===== src/min_stk_pkg.sv =====
// package with word types, codes and defaults of the min stack
package min_stk_pkg;

   localparam int DEF_STACK_DEPTH = 1024;
   localparam int DEF_VALUE_WIDTH = 32;
   localparam int DATA_WIDTH      = 32;
   localparam int COUNT_WIDTH     = 11;

   localparam logic OP_PUSH = 1'b0;
   localparam logic OP_POP  = 1'b1;

   localparam logic [1:0] ST_OK    = 2'd0;
   localparam logic [1:0] ST_FULL  = 2'd1;
   localparam logic [1:0] ST_EMPTY = 2'd2;

   typedef struct packed {
      logic                         op;
      logic signed [DATA_WIDTH-1:0] value;
   } req_word_type;

   typedef struct packed {
      logic signed [DATA_WIDTH-1:0] top_value;
      logic signed [DATA_WIDTH-1:0] min_value;
      logic [COUNT_WIDTH-1:0]       entry_count;
      logic                         is_empty;
      logic [1:0]                   status;
   } rsp_word_type;

   // controller to datapath
   typedef struct packed {
      logic capture;
      logic execute;
      logic fill;
      logic publish;
   } ctl_cmd_type;

   // datapath to controller
   typedef struct packed {
      logic needs_fill;
   } ctl_status_type;

endpackage


===== src/min_stk_ctrl.sv =====
// controller state machine of the min stack
module min_stk_ctrl (
   input  logic                        clock,
   input  logic                        reset,
   input  logic                        req_valid,
   output logic                        req_stall,
   output logic                        rsp_valid,
   input  logic                        rsp_stall,
   input  min_stk_pkg::ctl_status_type status,
   output min_stk_pkg::ctl_cmd_type    cmd
);
   import min_stk_pkg::*;

   localparam logic [1:0] S_IDLE = 2'd0;
   localparam logic [1:0] S_EXEC = 2'd1;
   localparam logic [1:0] S_FILL = 2'd2;
   localparam logic [1:0] S_POST = 2'd3;

   logic [1:0] state_ff, state_in;
   logic       rsp_valid_ff, rsp_valid_in;
   logic       out_free;

   assign out_free  = !rsp_valid_ff || !rsp_stall;
   assign req_stall = (state_ff != S_IDLE);
   assign rsp_valid = rsp_valid_ff;

   always_comb begin
      state_in     = state_ff;
      rsp_valid_in = rsp_valid_ff && rsp_stall;
      cmd          = '0;
      case (state_ff)
         S_IDLE: begin
            if (req_valid) begin
               cmd.capture = 1'b1;
               state_in    = S_EXEC;
            end
         end
         S_EXEC: begin
            cmd.execute = 1'b1;
            state_in    = status.needs_fill ? S_FILL : S_POST;
         end
         S_FILL: begin
            cmd.fill = 1'b1;
            state_in = S_POST;
         end
         S_POST: begin
            if (out_free) begin
               cmd.publish  = 1'b1;
               rsp_valid_in = 1'b1;
               state_in     = S_IDLE;
            end
         end
         default: begin
            state_in = S_IDLE;
         end
      endcase
   end

   always_ff @(posedge clock) begin
      if (reset) begin
         state_ff     <= S_IDLE;
         rsp_valid_ff <= 1'b0;
      end else begin
         state_ff     <= state_in;
         rsp_valid_ff <= rsp_valid_in;
      end
   end

endmodule


===== config.mk =====
export PLATFORM = sky130hd
export DESIGN_NAME = min_stk_ctrl
export DESIGN_NICKNAME = d
export VERILOG_FILES = /design/src/min_stk_pkg.sv /design/src/min_stk_ctrl.sv
export SDC_FILE = /design/constraint.sdc
export NUM_CORES = 1
export LEC_CHECK = 0
export BUFFER_PORTS_ARGS = -buffer_cell sky130_fd_sc_hd__buf_4
export CORE_AREA = 5 5 42 44
export CTS_CLUSTER_DIAMETER = 150
export DETAILED_ROUTE_END_ITERATION = 10
export DIE_AREA = 0 0 47 49
export PLACE_DENSITY = 0.46
export REMOVE_ABC_BUFFERS = 1
export SLEW_MARGIN = 20
export SYNTH_ARGS = -nofsm -noshare
export SYNTH_HDL_FRONTEND = slang
export SYNTH_SLANG_ARGS = --single-unit
export TNS_END_PERCENT = 1

===== constraint.sdc =====
create_clock -name clock -period 1.8 [get_ports clock]
set_input_delay 0.36 -clock clock [delete_from_list [all_inputs] [get_ports clock]]
set_output_delay 0.36 -clock clock [all_outputs]
set_load 0.01 [all_outputs]

==> impl_metrics.csv, run 1 <==
group,metric,value,unit
status,status,"finished, final reports clean",
die,chipWidth,47,um
placement,hpwlAfterDp,399,um
worst_setup_path,crit_path_end_kind,"primary output",
timing,fin_worst_skew,0.910,ps
worst_setup_path,cp-start-kind,"flop",
worst_setup_path,r2r_start,"state_ff[0]",
global_routing,grtUsageTotal,4.79,%
worst_setup_path,crit_path_max_fanout,5,
timing,fin_setup_tns,0,ps
pwr,p_int,0.338,mW
worst_setup_path,reg2reg_to,"state_ff[0]",
cts,htreeDepth,1,
cts,post-cts-setup-buffer-count,0,
detailed_routing,num_vias,216,
detailed_routing,wire_per_inst,8.57,um
layout,drive_gt1_share,47.4,%
pwr,p_switching,0.216,mW
worst_hold_path,min_path_type,"in2reg",
worst_setup_path,crit_start,"state_ff[0]",
timing,fin_ws,176,ps
worst_setup_path,rr_worst_depth,5,
layout,finish.instance_area,362,um^2
cts,cts.sinks,3,
cts,cts-buffers-inserted,3,
timing,hold_violations,0,
synth,yosysSeqAreaShare,25.0,%
worst_setup_path,rrSetupSlack,530,ps
die,die_area,2300,um^2
pwr,p_leak,0.173,nW
placement,gp_congestion,0.686,
synth,synth_area,240,um^2
detailed_routing,ant_nets,0,
synth,yosys_warnings,0,
layout,antenna_cells,0,
detailed_routing,drt_first_pass_iters,4,
worst_setup_path,slowest_stage,"dfxtp_1",
pwr,combPwrFrac,58.0,%
die,die_y,49,um
layout,syn_to_final_growth,50.5,%
cts,clk_latency,230,ps
global_routing,first_global_vias,195,
worst_setup_path,path_delay_family,"flip-flops",
global_routing,antenna_found_initial,0,
cts,clockBufferDepth,2,
worst_setup_path,worstPathCellList,"inv_1, ha_1, and2_2, buf_4",
global_routing,grt_pass1_wl,772,um
timing,max_slew_margin,81.8,%
placement,placed_cell_area,335,um^2
worst_setup_path,critPathBufInv,2,
worst_setup_path,critPathCapture,"cmd[3]",
detailed_routing,drc,0,
synth,avgSynthCellArea,10.0,um^2
timing,holdWs,313,ps
pwr,peakVddDrop,758,uV
pwr,pwr-share-clk,20.8,%
worst_setup_path,crit_cells,4,
die,core,1400,um^2
timing,setup_violations,0,
placement,place.port_buffers,10,
timing,drv_slew,0,
cts,clk_pin_slew,40,ps
cts,cts_hold_buf,0,
detailed_routing,drt_iter0_markers,5,
timing,period_needed,1620,ps
synth,synth_cells,24,
die,io-pin-count,11,
die,start_util,17.1,%
worst_setup_path,worstSetupPathType,"reg2out",
worst_setup_path,cp.arrival,1260,ps
die,placementRows,14,
pwr,power.density,1530,nW/um^2
layout,final_cell_mix,"10 x buf_4, 5 x ha_1, 3 x inv_1, 3 x clkbuf_4, 3 x dfxtp_1",
detailed_routing,viasPerCell,4.00,
timing,maxClockFrequency,0.616,GHz
cts,cts_root_buf,"clkbuf_4",
global_routing,gr-total-overflow,0,
placement,dp_slack,409,ps
synth,ys_seq_elements,3,
pwr,swShare,39.0,%
timing,min_period_over_period,90.2,%
timing,grt_setup_unrepaired,"no",
worst_setup_path,crit_required,1440,ps
layout,layout_commonest_cell,"buf_4",
global_routing,grt_max_degree,6,
cts,cts_tree,"done",
layout,nets,49,
cts,cts_resized,0,
pwr,power,0.554,mW
detailed_routing,routed_wl,463,um
worst_setup_path,critPathMaxStageDelay,360,ps
pwr,seq_power_share,21.2,%
synth,yosysUniqueCellTypes,15,
worst_hold_path,min_from,"reset",
run,maxCapViolations,0,
timing,worstMarginPinSlew,271,ps
==> metrics by stage <==
| stage | util, % | instances |
|---|---|---|
| 3_3_place_gp | 23.9 | 50 |
| 4_1_cts | 25.8 | 54 |
| 6_report | 25.8 | 54 |
| 3_5_place_dp | 23.9 | 50 |
| 5_1_grt | 25.8 | 54 |
| 2_1_floorplan | - | 24 |
==> worst min path at each step <==
| stage | slack (ps) | end | cells after the start |
|---|---|---|---|
| final | 310 | state_ff[0] | 2 |
| after global routing | 320 | state_ff[0] | 2 |
| after CTS | 310 | state_ff[0] | 2 |
| after detailed placement | 530 | state_ff[1] | 2 |
| after global placement | 530 | state_ff[1] | 2 |
| after floorplan | 430 | state_ff[0] | 1 |
==> synthesized netlist by cell type <==
cell type	number	area, um^2
a221oi_2	1	15.0
dfxtp_1	3	60.1
inv_1	3	11.3
mux2i_1	1	10.0
and2_2	1	7.51
nor2_1	1	3.75
o21a_4	1	15.0
a21oi_1	1	5.00
nand3_2	1	10.0
inv_2	1	3.75
a21boi_0	1	7.51
ha_1	5	62.6
a211oi_1	1	7.51
o221ai_1	1	8.76
nand2b_1	2	12.5
==> sequential cells by signal (all words and copies together) (netlist names) <==
name / flops
state_ff: 2
rsp_valid: 1
==> power by group through the flow <==
stage	logic (mW)	clock network (mW)	registers (mW)
after global placement	0.328	0	0.119
after CTS	0.328	0.121	0.118
after floorplan	0.212	0	0.114
after global routing	0.356	0.130	0.123
after detailed placement	0.327	0	0.119
final	0.321	0.115	0.117
==> routing by layer <==
metal  global-route usage, %  share of wire (%)  up-vias
met2                    5.43                 37       16
met3                    3.69                 17        0
li1                        -                  -      111
met4                    1.38                  0        0
met1                    6.80                 46       89
met5                       0                  0        -
==> area by class of cell <==
cell class	count	area [um^2]
fill	167	1040
multi-input combinational	17	165
timing repair buffer	10	75.1
sequential	3	60.1
clock buffer	4	26.3
tap	16	20.0
inverter	4	15.0
==> logic make-up (layout without fill, tap and decap cells) <==
group / Yosys count / in the layout / synth area share (%)
fa+ha+maj: 5 / 5 / 26.0
flops: 3 / 3 / 25.0
buf+inv: 4 / 18 / 6.25
compound gates: 6 / 6 / 24.5
simple gates: 5 / 5 / 14.1
mux: 1 / 1 / 4.17
(Power assumes the default switching activity.)
==> run 2, diff against run 1 <==
clock period = 1.6 ns   (was 1.8 ns; I/O delays follow)
==> run 2 against run 1 <==
Net effect:
- clock power grew 13%
- flip-flop and latch count stayed put
- worst setup slack got worse by 97 ps
- sequential power rose by 21%
- wire length grew 3.0%
- register-to-register slack worse by 130 ps
- global-route usage increased by 0.14 points
- final area rose by 0.69%
- core utilization increased by 0.18 points
- total power is 14% higher
- non-clock buffer count is the same
- final cell count unchanged
- largest power group unchanged
==> impl_metrics.csv, run 2 (synthesized netlist as in run 1, its figures left out) <==
group,metric,value,unit
timing,drv_slew,0,
layout,nets,49,
timing,min_period_over_period,95.1,%
timing,hold_violations,0,
timing,fin_setup_tns,0,ps
global_routing,antenna_found_initial,0,
global_routing,grt_max_degree,6,
status,status,"finished, final reports clean",
timing,period_needed,1520,ps
worst_setup_path,cp.arrival,1200,ps
placement,hpwlAfterDp,413,um
global_routing,grt_pass1_wl,841,um
detailed_routing,drt_iter0_markers,3,
die,die_y,49,um
global_routing,grtUsageTotal,4.93,%
die,core,1400,um^2
layout,largest_register,"state_ff",
timing,holdWs,260,ps
timing,maxClockFrequency,0.657,GHz
die,io-pin-count,11,
layout,regArea,62.6,um^2
cts,clk_latency,230,ps
pwr,power.density,1740,nW/um^2
layout,drive_gt1_share,55.3,%
detailed_routing,drc,0,
detailed_routing,num_vias,211,
detailed_routing,viasPerCell,3.91,
placement,gp_congestion,0.661,
timing,max_slew_margin,83.4,%
worst_setup_path,crit_required,1280,ps
timing,fin_worst_skew,1.49,ps
worst_setup_path,crit_path_max_fanout,5,
die,die_area,2300,um^2
cts,cts_root_buf,"clkbuf_4",
die,chipWidth,47,um
layout,final_cell_mix,"10 x buf_4, 5 x ha_1, 3 x clkbuf_4",
worst_hold_path,min_path_type,"in2reg",
layout,layout_commonest_cell,"buf_4",
cts,clk_pin_slew,40,ps
detailed_routing,ant_nets,0,
placement,place.port_buffers,10,
detailed_routing,wire_per_inst,8.83,um
layout,syn_to_final_growth,51.6,%
cts,cts-buffers-inserted,3,
pwr,swShare,38.8,%
detailed_routing,drt_first_pass_iters,3,
timing,setup_violations,0,
timing,grt_setup_unrepaired,"no",
layout,antenna_cells,0,
layout,largest_register_ff_count,2,
worst_setup_path,worstSetupPathType,"reg2out",
pwr,p_int,0.387,mW
worst_setup_path,cp-start-kind,"flop",
global_routing,first_global_vias,204,
die,start_util,17.1,%
timing,worstMarginPinSlew,247,ps
run,maxCapViolations,0,
layout,fill_cells,160,
cts,cts_tree,"done",
cts,clockBufferDepth,2,
pwr,seq_power_share,22.4,%
layout,multi_input_area,165,um^2
cts,htreeDepth,1,
detailed_routing,routed_wl,477,um
pwr,peakVddDrop,761,uV
cts,cts.sinks,3,
global_routing,gr-total-overflow,0,
die,placementRows,14,
cts,cts_hold_buf,0,
pwr,p_leak,0.174,nW
pwr,pwr-share-clk,20.6,%
worst_setup_path,crit_path_end_kind,"primary output",
pwr,p_switching,0.246,mW
pwr,combPwrFrac,57.0,%
worst_setup_path,rrSetupSlack,400,ps
-- run 2: repair_timing --
item                                   4_1_cts  5_1_grt
gates resized for setup                      1        3
endpoints found under the hold margin        0        0
gates cloned                                 0        0
setup endpoints to repair                    1        2
setup buffers                                0        0
pin swaps                                    0        0
-- run 2: critical path, stage by stage, from the launching register on --
cell	delay [ps]
dfxtp_2	360
inv_1	90
ha_1	200
and2_2	190
buf_4	140
-- run 2: through the flow --
stage                     std cells  util, %  total power, mW  worst slack [ps]  instance area, um^2
after detailed placement         50     23.9            0.505               247                  335
after floorplan                  24        -            0.367               393                  240
final                            54     26.0            0.633              78.1                  364
after global placement           50     23.9            0.503               252                  335
after CTS                        54     25.9            0.643              15.1                  363
after global routing             54     26.0            0.699              3.04                  364
-- run 2: final timing paths --
check,start,end,cells after the start
hold reg to reg,state_ff[1],state_ff[1],2
setup / recovery,state_ff[1],cmd[3],4
hold / removal,reset,state_ff[0],2
setup reg to reg,state_ff[1],state_ff[0],5
-- run 2: layer usage --
metal  track usage, %  vias to the layer above  routed length, um
met5                0                        -                  0
met4             1.38                        0                  0
met3             4.06                        0                 97
met2             6.11                       15                163
met1             6.36                       85                216
li1                 -                      111                  -
-- run 2: power by group through the flow --
stage          Clock [mW]  Combinational (mW)  Sequential, mW
4_1_cts             0.136               0.371           0.136
3_3_place_gp            0               0.368           0.134
2_1_floorplan           0               0.239           0.128
3_5_place_dp            0               0.370           0.135
6_report            0.130               0.361           0.142
5_1_grt             0.143               0.410           0.147
-- run 2: area by class of cell --
type / count / area share (%)
inverters: 4 / 4.12
repair buffers: 10 / 20.6
clock buffers: 4 / 7.22
multi-input cells: 17 / 45.4
well taps: 16 / 5.50
flip-flops and latches: 3 / 17.2
==> run 3, diff against run 2 <==
ABC_CLOCK_PERIOD_IN_PS = 1600   (was unset)
RECOVER_POWER = 25   (was unset)
TNS_END_PERCENT = 50   (was 1)
==> run 3 against run 2 <==
Net effect:
- sequential power barely moved
- die area did not move
- first-iteration DRC count fell by 33%
- core utilization fell by 0.27 points
- wire length fell by 0.42%
- non-clock buffer count did not move
- critical path depth did not move
- via count did not move
- combinational power barely moved
- critical path type unchanged
==> impl_metrics.csv, run 3 (synthesized netlist as in run 1, its figures left out) <==
group,metric,value,unit
timing,drv_slew,0,
worst_setup_path,crit_path_max_fanout,5,
detailed_routing,viasPerCell,3.91,
worst_setup_path,worstSetupPathType,"reg2out",
layout,syn_to_final_growth,50.0,%
layout,final_cell_mix,"9 x buf_4, 5 x ha_1, 3 x clkbuf_4",
die,placementRows,14,
detailed_routing,routed_wl,475,um
cts,post-cts-setup-buffer-count,0,
placement,dp.cells,50,
die,core,1400,um^2
global_routing,grt_max_degree,6,
worst_setup_path,cp-start-kind,"flop",
placement,place.port_buffers,10,
layout,nets,49,
timing,period_needed,1520,ps
cts,cts-buffers-inserted,3,
pwr,p_leak,0.170,nW
timing,setup_violations,0,
pwr,peakVddDrop,761,uV
placement,placed_cell_area,335,um^2
layout,stdcell_count,54,
layout,largest_register_ff_count,2,
cts,cts_root_buf,"clkbuf_4",
layout,antenna_cells,0,
worst_setup_path,r2r_start,"state_ff[1]",
worst_setup_path,critPathCapture,"cmd[3]",
die,io-pin-count,11,
timing,hold_violations,0,
worst_hold_path,min_path_type,"in2reg",
placement,hpwlAfterDp,413,um
cts,clk_latency,230,ps
die,die_area,2300,um^2
cts,clockBufferDepth,2,
detailed_routing,drt_iter0_markers,2,
die,start_util,17.1,%
status,status,"finished, final reports clean",
timing,max_slew_margin,83.4,%
layout,finish.instance_area,360,um^2
global_routing,antenna_found_initial,0,
cts,htreeDepth,1,
run,maxCapViolations,0,
global_routing,grt_pass1_wl,841,um
worst_setup_path,cp.arrival,1200,ps
cts,clk_pin_slew,40,ps
timing,grt_setup_unrepaired,"no",
die,chipWidth,47,um
detailed_routing,wire_per_inst,8.80,um
timing,maxClockFrequency,0.657,GHz
worst_setup_path,crit_path_end_kind,"primary output",
global_routing,grtUsageTotal,4.93,%
worst_setup_path,reg2reg_to,"state_ff[0]",
cts,cts_tree,"done",
layout,fill_cells,161,
cts,cts_hold_buf,0,
global_routing,gr-total-overflow,0,
global_routing,first_global_vias,204,
layout,layout_commonest_cell,"buf_4",
worst_hold_path,min_path_cells,2,
timing,worstMarginPinSlew,247,ps
timing,min_period_over_period,95.1,%
worst_setup_path,crit_required,1280,ps
cts,cts_resized,1,
worst_setup_path,rr_worst_depth,5,
pwr,power,0.630,mW
detailed_routing,drc,0,
layout,largest_register,"state_ff",
detailed_routing,num_vias,211,
pwr,power.density,1750,nW/um^2
cts,cts.sinks,3,
placement,gp_congestion,0.661,
layout,drive_gt1_share,52.6,%
timing,fin_worst_skew,1.49,ps
detailed_routing,drt_first_pass_iters,3,
die,die_y,49,um
worst_setup_path,crit_start,"state_ff[1]",
detailed_routing,ant_nets,0,
worst_setup_path,rrSetupSlack,400,ps
timing,fin_setup_tns,0,ps
## run 3: cell types whose count changed in the layout (fill, tap and decap cells not counted)
cell | previous run | this run
buf_4 | 10 | 9
clkbuf_1 | 1 | 2
## run 3: worst min path at each step
stage                      from          end
after floorplan           reset  state_ff[0]
after global placement    reset  state_ff[0]
after detailed placement  reset  state_ff[0]
after CTS                 reset  state_ff[0]
after global routing      reset  state_ff[0]
final                     reset  state_ff[0]
## run 3: report_power, final
group	total, mW	switching [mW]	internal, mW
clock	0.130	0.0371	0.0933
sequential	0.141	0.0325	0.109
combinational	0.359	0.176	0.182
## run 3: final cells by class
cell class / instances / area (um^2) / area share, %
flip-flops and latches: 3 / 62.6 / 17.4
multi-input cells: 17 / 165 / 45.8
repair buffers: 10 / 71.3 / 19.8
inverters: 4 / 15.0 / 4.17
clock buffers: 4 / 26.3 / 7.29
well taps: 16 / 20.0 / 5.56
## run 3: worst max-delay path, stage by stage (launching register included)
cell     delay, ps
dfxtp_2        360
inv_1           90
ha_1           200
and2_2         190
buf_4          140
## run 3: metrics by stage
stage          worst slack, ps  util [%]  hold WS, ps
3_3_place_gp               252      23.9          510
2_1_floorplan              393         -          386
6_report                  78.1      25.7          260
3_5_place_dp               247      23.9          511
5_1_grt                   3.04      25.7          267
4_1_cts                   15.1      25.9          267
## run 3: routing by layer
layer  GRT usage, %  routed length, um  vias to the layer above
li1               -                  -                      111
met1           6.36                215                       85
met2           6.11                162                       15
met3           4.06                 98                        0
met4           1.38                  0                        0
met5              0                  0                        -
